## src/rtl/bdd_pkg.sv

```systemverilog
// Shared types and constants for the BCD digit display driver.
package bdd_pkg;

  localparam int VALUE_W = 32;
  localparam int DIGIT_W = 4;
  localparam int CNT_W   = 4;

  typedef logic [VALUE_W-1:0] value_t;
  typedef logic [DIGIT_W-1:0] digit_t;
  typedef logic [CNT_W-1:0]   count_t;

  // Digit count after reset
  localparam count_t DIGIT_COUNT_RESET = 4'd3;

  // Divide by ten: floor(q * RECIP_TEN / 2^RECIP_SHIFT) is exact for any 32-bit q
  localparam logic [32:0] RECIP_TEN   = 33'h0_CCCC_CCCD;
  localparam int          RECIP_SHIFT = 35;
  localparam int          PROD_W      = VALUE_W + 33;

endpackage

```

## src/rtl/bdd_if.sv

```systemverilog


interface bdd_out_if;
  import bdd_pkg::*;
  logic   valid;
  logic   ready;
  digit_t bcd_digit;
  count_t digit_select;
  logic   last_digit;
  modport source (output valid, output bcd_digit, output digit_select,
                  output last_digit, input ready);
  modport sink   (input valid, input bcd_digit, input digit_select,
                  input last_digit, output ready);
endinterface

```

## src/rtl/bdd_serial.sv

```systemverilog
// Output stage: holds one value's digits and emits them most significant first.
module bdd_serial #(
  parameter int MAX_DIGITS = 10
) (
  input  logic                                   clk,
  input  logic                                   rst,
  input  bdd_pkg::count_t                        eff_count,
  input  logic                                   in_valid,
  output logic                                   in_ready,
  input  logic [MAX_DIGITS-1:0][bdd_pkg::DIGIT_W-1:0] in_digs,
  bdd_out_if.source                              result
);
  import bdd_pkg::*;

  logic                              busy;
  count_t                            ptr;
  count_t                            sel;
  logic [MAX_DIGITS-1:0][DIGIT_W-1:0] sh;
  logic                              emit;
  logic                              done;
  logic                              load;
  digit_t                            cur_digit;

  assign emit     = busy && result.ready;
  assign done     = emit && (ptr == '0);
  assign in_ready = !busy || done;
  assign load     = in_valid && in_ready;

  // Busy while a run is pending; a zero count drops the value
  always_ff @(posedge clk) begin
    if (rst) begin
      busy <= 1'b0;
    end else if (load) begin
      busy <= (eff_count != '0);
    end else if (done) begin
      busy <= 1'b0;
    end
  end

  // ptr walks from the top digit down, sel counts select lines up
  always_ff @(posedge clk) begin
    if (load) begin
      sh  <= in_digs;
      ptr <= eff_count - 4'd1;
      sel <= '0;
    end else if (emit) begin
      ptr <= ptr - 4'd1;
      sel <= sel + 4'd1;
    end
  end

  // Digit pick
  always_comb begin
    cur_digit = '0;
    for (int j = 0; j < MAX_DIGITS; j++) begin
      if (ptr == CNT_W'(j)) cur_digit = sh[j];
    end
  end

  assign result.valid        = busy;
  assign result.bcd_digit    = cur_digit;
  assign result.digit_select = sel;
  assign result.last_digit   = (ptr == '0);

endmodule

```

## src/flat_wrapper.sv

```systemverilog
// flat-port wrapper written by rule: the top's interface ports become plain ports
module bdd_serial_flat import bdd_pkg::*;
#(
  parameter int MAX_DIGITS = 10
)
  (clk, rst, eff_count, in_valid, in_ready, in_digs, result_valid, result_bcd_digit, result_digit_select, result_last_digit, result_ready);
  bdd_out_if result_i ();
  input  logic clk;
  input  logic rst;
  input  bdd_pkg::count_t eff_count;
  input  logic in_valid;
  output logic in_ready;
  input  logic [MAX_DIGITS-1:0][bdd_pkg::DIGIT_W-1:0] in_digs;
  output wire logic [$bits(result_i.valid)-1:0] result_valid;
  output wire logic [$bits(result_i.bcd_digit)-1:0] result_bcd_digit;
  output wire logic [$bits(result_i.digit_select)-1:0] result_digit_select;
  output wire logic [$bits(result_i.last_digit)-1:0] result_last_digit;
  input wire logic [$bits(result_i.ready)-1:0] result_ready;
  assign result_valid = result_i.valid;
  assign result_bcd_digit = result_i.bcd_digit;
  assign result_digit_select = result_i.digit_select;
  assign result_last_digit = result_i.last_digit;
  assign result_i.ready = result_ready;
  bdd_serial #(.MAX_DIGITS(MAX_DIGITS)) u_core (.clk(clk), .rst(rst), .eff_count(eff_count), .in_valid(in_valid), .in_ready(in_ready), .in_digs(in_digs), .result(result_i));
endmodule
```

## config.mk

```make
export PLATFORM = sky130hd
export DESIGN_NAME = bdd_serial_flat
export DESIGN_NICKNAME = d
export VERILOG_FILES = /design/src/rtl/bdd_pkg.sv /design/src/rtl/bdd_if.sv /design/src/rtl/bdd_serial.sv /design/src/flat_wrapper.sv
export SDC_FILE = /design/constraint.sdc
export NUM_CORES = 1
export LEC_CHECK = 0
export ABC_AREA = 1
export ABC_CLOCK_PERIOD_IN_PS = 2800
export BUFFER_PORTS_ARGS = -buffer_cell sky130_fd_sc_hd__clkbuf_2
export CORE_MARGIN = 10
export CORE_UTILIZATION = 32
export DETAILED_ROUTE_END_ITERATION = 8
export PLACE_DENSITY = 0.54
export SLEW_MARGIN = 20
export SYNTH_ARGS = -nofsm -noshare
export SYNTH_HDL_FRONTEND = slang
export SYNTH_SLANG_ARGS = --single-unit
export TNS_END_PERCENT = 10
```

## constraint.sdc

```tcl
create_clock -name clk -period 2.8 [get_ports clk]
set_input_delay 0.84 -clock clk [delete_from_list [all_inputs] [get_ports clk]]
set_output_delay 0.84 -clock clk [all_outputs]
set_load 0.02 [all_outputs]
```

==> results of run 1 <==
==> worst register-to-register path: cells and delay by family (launching register included) <==
kind	cells	cell delay (ns)
adder cells (fa/ha/maj)	1	0.17
AO/OA/AOI/OAI	1	0.05
AND/OR/NAND/NOR	5	0.53
buffers and inverters	7	0.94
flip-flops	1	0.39
==> cells in the mapped netlist, drive strengths merged <==
cell,count,area [µm²]
dfxtp,5,100.1
inv,28,107.6
a31oi,1,6.260
a21oi,3,15.01
or2,2,12.52
nand3,15,80.08
xor2,5,43.79
o21ai,8,40.04
nand4,3,18.77
buf,1,11.26
edfxtp,44,1321
mux2i,1,10.01
ha,7,87.58
clkinv,1,8.760
nor2,26,118.9
xnor2,1,8.760
nor3,2,15.01
nand2,70,280.3
nand3b,2,15.01
==> timing repair <==
item | CTS | global route
resized for setup | 18 | 8
pin swaps | 4 | 3
endpoints found under the hold margin | 0 | 0
buffers inserted | 7 | 5
endpoints found under the setup margin | 4 | 4
==> where the power goes <==
| group | switching, mW | internal (mW) |
|---|---|---|
| logic | 0.229 | 0.175 |
| registers | 0.0275 | 0.859 |
| clock network | 0.249 | 0.178 |
==> cell type report <==
type / instances / area, µm² / area share
Tap cell: 96 / 120.1 / 0.04013
Multi-Input combinational cell: 146 / 802.0 / 0.2680
Clock buffer: 5 / 68.82 / 0.02299
Timing Repair Buffer: 73 / 442.9 / 0.1480
Sequential cell: 49 / 1421 / 0.4749
Clock inverter: 3 / 21.27 / 0.007107
Inverter: 29 / 116.4 / 0.03888
==> sequential cells by signal (all words and copies together), names as in the netlist <==
name,flops
u_core.ptr,4
u_core.result.digit_select,4
u_core.result.valid,1
u_core.sh,40
==> worst paths after layout <==
path                                                 endpoint
worst max register to register                  u_core.ptr[2]
worst min register to register  u_core.result.digit_select[1]
worst min-delay path            u_core.result.digit_select[1]
worst max-delay path                      result_bcd_digit[1]
==> metal layers <==
metal / global-route usage / vias to the layer above / share of wire
met5: 0 / - / 0
met4: 0.02941 / 0 / 0.0085
met3: 0.03133 / 4 / 0.049
met2: 0.1526 / 40 / 0.47
met1: 0.1138 / 740 / 0.47
li1: - / 897 / -
==> through the flow <==
| step | TNS [ns] | total power [mW] | cell area (µm²) | util | setup slack [ns] |
|---|---|---|---|---|---|
| final | -0.2309 | 1.718 | 2993 | 0.4333 | -0.09724 |
| after global routing | -1.125 | 1.833 | 2993 | 0.4333 | -0.3175 |
| after CTS | -0.2430 | 1.713 | 2928 | 0.4239 | -0.06483 |
| after detailed placement | 0 | 1.232 | 2723 | 0.3942 | 0.1240 |
| after global placement | 0 | 1.232 | 2723 | 0.3942 | 0.1477 |
| after floorplan | 0 | 1.119 | 2301 | - | 0.2301 |
==> logic make-up (layout without fill, tap and decap cells) <==
logic type	Yosys count	count (layout)	share of synthesized area
muxes	1	1	0.004350
AOI/OAI and AO/OA	12	12	0.02665
DFF	49	49	0.6177
xor gates and xnor gates	6	6	0.02284
adders and majority gates	7	7	0.03806
buffers and inverters	30	110	0.05547
and+or+nand+nor	120	120	0.2349
==> key figures, run 1 <==
Critical path
  – CP startpoint: u_core.ptr[1]
  – Launch point of the worst reg-to-reg path: u_core.ptr[1]
  – Critical Path AT: a little over 2 ns
  – Buf+Inv Stages, Crit Path: 4
  – CP Depth: 16
  – Crit-path cells: inv_2 > buf_12 > ha_4 > inv_2 > nor2_2 > nand3_1 > nand3_1 > nand2_1 > nand2_1 > nand2_1 > nand2_1 > nand2_1 > nand2_1 > nand2_1 > nand2_1 > clkbuf_8
  – Setup crit end kind: output port
  – FF-to-FF setup slack: 0.46 ns
  – Worst Path Class, Setup: flip-flop to output port
  – CP top delay family: simple AND/OR/NAND/NOR gates
  – Crit-path slowest cell: edfxtp_1
  – Worst-path fanout max: 5
  – Crit path required time: about 2.0 ns
  – Worst r2r path cells: 14
  – Critical path startpoint category: flip-flop
  – Crit path top cell by count: nand2_1
  – Crit path largest cell delay: about 0.43 ns

Route
  – Via Count: 1,681
  – Vias per cell: 4.192
  – Total routed wirelength: around 5200 µm
  – Drc violations: 0
  – Post-DRT Antenna Nets: 0
  – Routed length per instance: between 10 and 15 µm
  – Initial DRC Count: 76
  – TritonRoute pass-1 iters: 4

Floorplanning
  – Die area: approximately 11,000 µm²
  – IO Count: a little under 60
  – Initial Utilization: 0.3332
  – Rows: 30
  – Core area: between 6000 and 7000 µm²
  – Height of the die: roughly 100 µm
  – Die width: 104.8 µm

Synth
  – Avg Inst Size Synth: just over 10 µm²
  – Seq/Total Area, Yosys: 0.6177
  – Synth Net Count: between 200 and 300
  – Synth Instances: 225
  – Post-Syn Area: around 2300 µm²
  – Distinct cells, synth: 27
  – Warnings from Yosys: 0
  – Count of state elements after synthesis: 49

Run status
  – Failing checks: setup timing
  – Status: complete, but fails checks

Cells and area
  – Most common cell after layout, fill and taps aside: nand2_1
  – Share of cells above drive strength 1: 0.3344
  – Finished Layout Cells: 401
  – Inserted Diodes: 0
  – Layout area overhead: 30.07%
  – Fillers: 710
  – Layout net count: about 360
  – Most frequent cells in the layout: nand2_1 (66), clkbuf_2 (54), edfxtp_1 (44), nor2_1 (23), inv_1 (21)

Placed design
  – IO buf count: 58
  – Gpl congestion: between 0.7 and 0.8
  – Detailed placement HPWL: approximately 3700 µm
  – # placed instances: between 300 and 400

Clock tree
  – H-Tree Depth: 2
  – Clk_lat worst skew: between 0.3 and 0.4 ns
  – CTS buffer count: 5
  – Hold buffer count at CTS: 0
  – TritonCTS clock tree: yes
  – CTS clk-pin slew, worst paths: approximately 0.10 ns
  – CTS max path bufs: 2
  – CTS Root Cell: clkbuf_8
  – Clk sink count: 49

Timing
  – Setup Skew: about 0.012 ns
  – Fin. max-slew vios: 0
  – Worst slew margin: 0.5816
  – F_max: 0.3452 GHz
  – Hold Fails Final Rpt: 0
  – Tmin final: between 2 and 3 ns
  – Final period util: 1.035
  – Slew @ Worst Pin: 0.6210 ns
  – # setup viols final: 4
  – RSZ-0062 raised after global routing: yes
  – Worst setup margin: -0.09724 ns
  – Final hold slack: around 0.53 ns

Global route
  – GRT Util Overall: 0.09357
  – Global-route wire length before repair: between 8000 and 9000 µm
  – GRT overflow: 0
  – Vias in the first global route: around 1.8k
  – Initial antenna violation count: 0
  – Largest net degree at the start of global routing: 47

Min path
  – Hold Crit Depth: 2
  – HP Class: flip-flop to flip-flop
  – Worst hold start: u_core.result.digit_select[1]

Pwr
  – Lkg Pwr: approximately 1.4 nW
  – Pwr Density: 573.9 nW/µm²
  – Peak supply drop: 235.7 µV

Flow run
  – Max-Cap Viols: 0
Power figures use the tool's default switching activity.
==> run 2: changes to the inputs <==
--- a/config.mk
+++ b/config.mk
@@ -12,6 +12,7 @@
 export CORE_UTILIZATION = 32
 export DETAILED_ROUTE_END_ITERATION = 8
 export PLACE_DENSITY = 0.54
+export SETUP_SLACK_MARGIN = 0.02
 export SLEW_MARGIN = 20
 export SYNTH_ARGS = -nofsm -noshare
 export SYNTH_HDL_FRONTEND = slang
==> run 2 against run 1 <==
Net effect: the flow still finishes with violations (setup timing); non-clock buffer count unchanged; sequential share of layout area down 0.12 points; wire length about the same; sequential power about the same; global-route usage did not move; largest cell class unchanged; register-to-register slack improved by 0.02 ns; clock power about the same.
==> key figures, run 2 (synthesized netlist as in run 1, its figures left out) <==
Pwr
  – Seq pwr share: 0.516 (about the same)
  – Switching pwr: 0.5060 mW (about the same)
  – Switching Share: 0.2945 (about the same)
  – Power Total: 1.719 mW (about the same)
  – Lkg Pwr: 1.353 nW (+0.14%)
  – Pwr Density: 572.8 nW/µm² (-0.19%)
  – Pint: 1.213 mW (about the same)
  – Clock power frac: 0.248 (about the same)
  – Combinational share of power: 0.236 (about the same)
  – Peak supply drop: 235.2 µV (-0.20%)

Critical path
  – Critical path startpoint category: flip-flop
  – Worst Path Class, Setup: flip-flop to output port
  – Crit path required time: 1.96 ns (about the same)
  – Worst-path fanout max: 5 (unchanged)
  – FF-to-FF setup slack: 0.48 ns (+0.02 ns)
  – Critical Path AT: 2.05 ns (about the same)
  – Setup crit end kind: output port

Floorplanning
  – Initial Utilization: 0.3332 (unchanged)
  – Die width: 104.8 µm (unchanged)
  – Height of the die: 104.8 µm (unchanged)
  – IO Count: 59 (unchanged)
  – Core area: 6907 µm² (unchanged)
  – Die area: 10,980 µm² (unchanged)
  – Rows: 30 (unchanged)

Timing
  – Worst slew margin: 0.5810 (-0.0006290)
  – Worst setup margin: -0.09419 ns (+0.003052 ns)
  – RSZ-0062 raised after global routing: yes
  – Slew @ Worst Pin: 0.6219 ns (+0.0009331 ns)
  – Final period util: 1.034 (-0.001090)
  – Setup Skew: 0.01185 ns (-0.0005498 ns)
  – Final hold slack: 0.5272 ns (unchanged)
  – # setup viols final: 4 (unchanged)
  – Fin. max-slew vios: 0 (unchanged)
  – F_max: 0.3455 GHz (+0.11%)
  – Hold Fails Final Rpt: 0 (unchanged)
  – Tmin final: 2.894 ns (-0.003052 ns)

Run status
  – Failing checks: setup timing
  – Status: complete, but fails checks

Global route
  – Initial antenna violation count: 0 (unchanged)
  – GRT Util Overall: 0.09357 (unchanged)
  – Global-route wire length before repair: 8411 µm (unchanged)
  – Vias in the first global route: 1,781 (unchanged)
  – Largest net degree at the start of global routing: 47 (unchanged)
  – GRT overflow: 0 (unchanged)

Cells and area
  – Layout area overhead: 30.40%
  – Most frequent cells in the layout: nand2_1 (65), clkbuf_2 (54), edfxtp_1 (44), nor2_1 (23), inv_1 (21)
  – Most common cell after layout, fill and taps aside: nand2_1
  – Post-layout util: 0.4344 (+0.001087)
  – Share of cells above drive strength 1: 0.3377 (+0.003279)
  – Final instance area: 3000 µm² (+0.25%)
  – Inserted Diodes: 0 (unchanged)
  – Max FFs per register: 40 (unchanged)
  – Layout net count: 359 (unchanged)
  – Largest register by flop count: u_core.sh

Clock tree
  – CTS clk-pin slew, worst paths: 0.10 ns (about the same)
  – Clk sink count: 49 (unchanged)
  – CTS Root Cell: clkbuf_8
  – CTS buffer count: 5 (unchanged)
  – H-Tree Depth: 2 (unchanged)
  – TritonCTS clock tree: yes
  – Hold buffer count at CTS: 0 (unchanged)
  – Clk_lat worst skew: 0.31 ns (about the same)
  – CTS max path bufs: 2 (unchanged)

Route
  – Total routed wirelength: 5160 µm (about the same)
  – Initial DRC Count: 73 (-3.9%)
  – Via Count: 1,681 (unchanged)
  – Vias per cell: 4.192 (unchanged)
  – Drc violations: 0 (unchanged)
  – Post-DRT Antenna Nets: 0 (unchanged)
  – Routed length per instance: 12.87 µm (about the same)
  – TritonRoute pass-1 iters: 4 (unchanged)

Placed design
  – DP Worst Slack: 0.1240 ns (unchanged)
  – Area post-placement: 2723 µm² (unchanged)
  – Detailed placement HPWL: 3694 µm (unchanged)
  – Gpl congestion: 0.7606 (unchanged)
  – IO buf count: 58 (unchanged)

Min path
  – HP Class: flip-flop to flip-flop

Flow run
  – Max-Cap Viols: 0 (unchanged)
-- run 2: worst paths after layout --
check	start	to	depth (start not counted)
max	u_core.ptr[1]	result_bcd_digit[1]	16
min	u_core.result.digit_select[1]	u_core.result.digit_select[1]	2
max reg2reg	u_core.ptr[1]	u_core.ptr[2]	14
min reg2reg	u_core.result.digit_select[1]	u_core.result.digit_select[1]	2
-- run 2: metal layers --
metal  up-vias  global-route usage  wire (µm)
met5         -                   0          0
li1        896                   -          -
met4         0             0.02941         44
met3         4             0.03133        250
met2        38              0.1526       2447
met1       743              0.1138       2417
-- run 2: cell type report --
cell class | instances | area [µm²]
multi-input combinational | 146 | 809.5
timing repair buffer | 73 | 442.9
inverter | 29 | 116.4
sequential | 49 | 1421
clock inverter | 3 | 21.27
clock buffer | 5 | 68.82
fill | 708 | 3906
tap | 96 | 120.1
-- run 2: power groups by stage --
stage	sequential [mW]	clock, mW	combinational [mW]
after floorplan	0.899	0	0.220
after global placement	0.909	0	0.323
after detailed placement	0.908	0	0.324
after CTS	0.886	0.442	0.385
after global routing	0.892	0.478	0.464
final	0.886	0.427	0.405
-- run 2: repair_timing --
| item | 4_1_cts | 5_1_grt |
|---|---|---|
| pin swaps | 4 | 3 |
| resized for setup | 18 | 10 |
| setup buffers | 7 | 5 |
| endpoints found under the setup margin | 4 | 5 |
-- run 2: critical path: stages, from the launching register on --
cell      delay (ns)
edfxtp_1        0.43
inv_2           0.13
buf_12          0.11
ha_4            0.16
inv_2           0.05
nor2_2          0.13
nand3_1         0.08
nand3_1         0.07
nand2_1         0.05
nand2_1         0.05
nand2_1         0.05
nand2_1         0.06
nand2_1         0.05
nand2_1         0.06
nand2_1         0.05
nand2_1         0.08
clkbuf_8        0.14
-- run 2: stage by stage --
step	instances	setup TNS, ns
after floorplan	225	0
after global placement	381	0
after detailed placement	381	0
after CTS	396	-0.2430
after global routing	401	-1.092
final	401	-0.2287
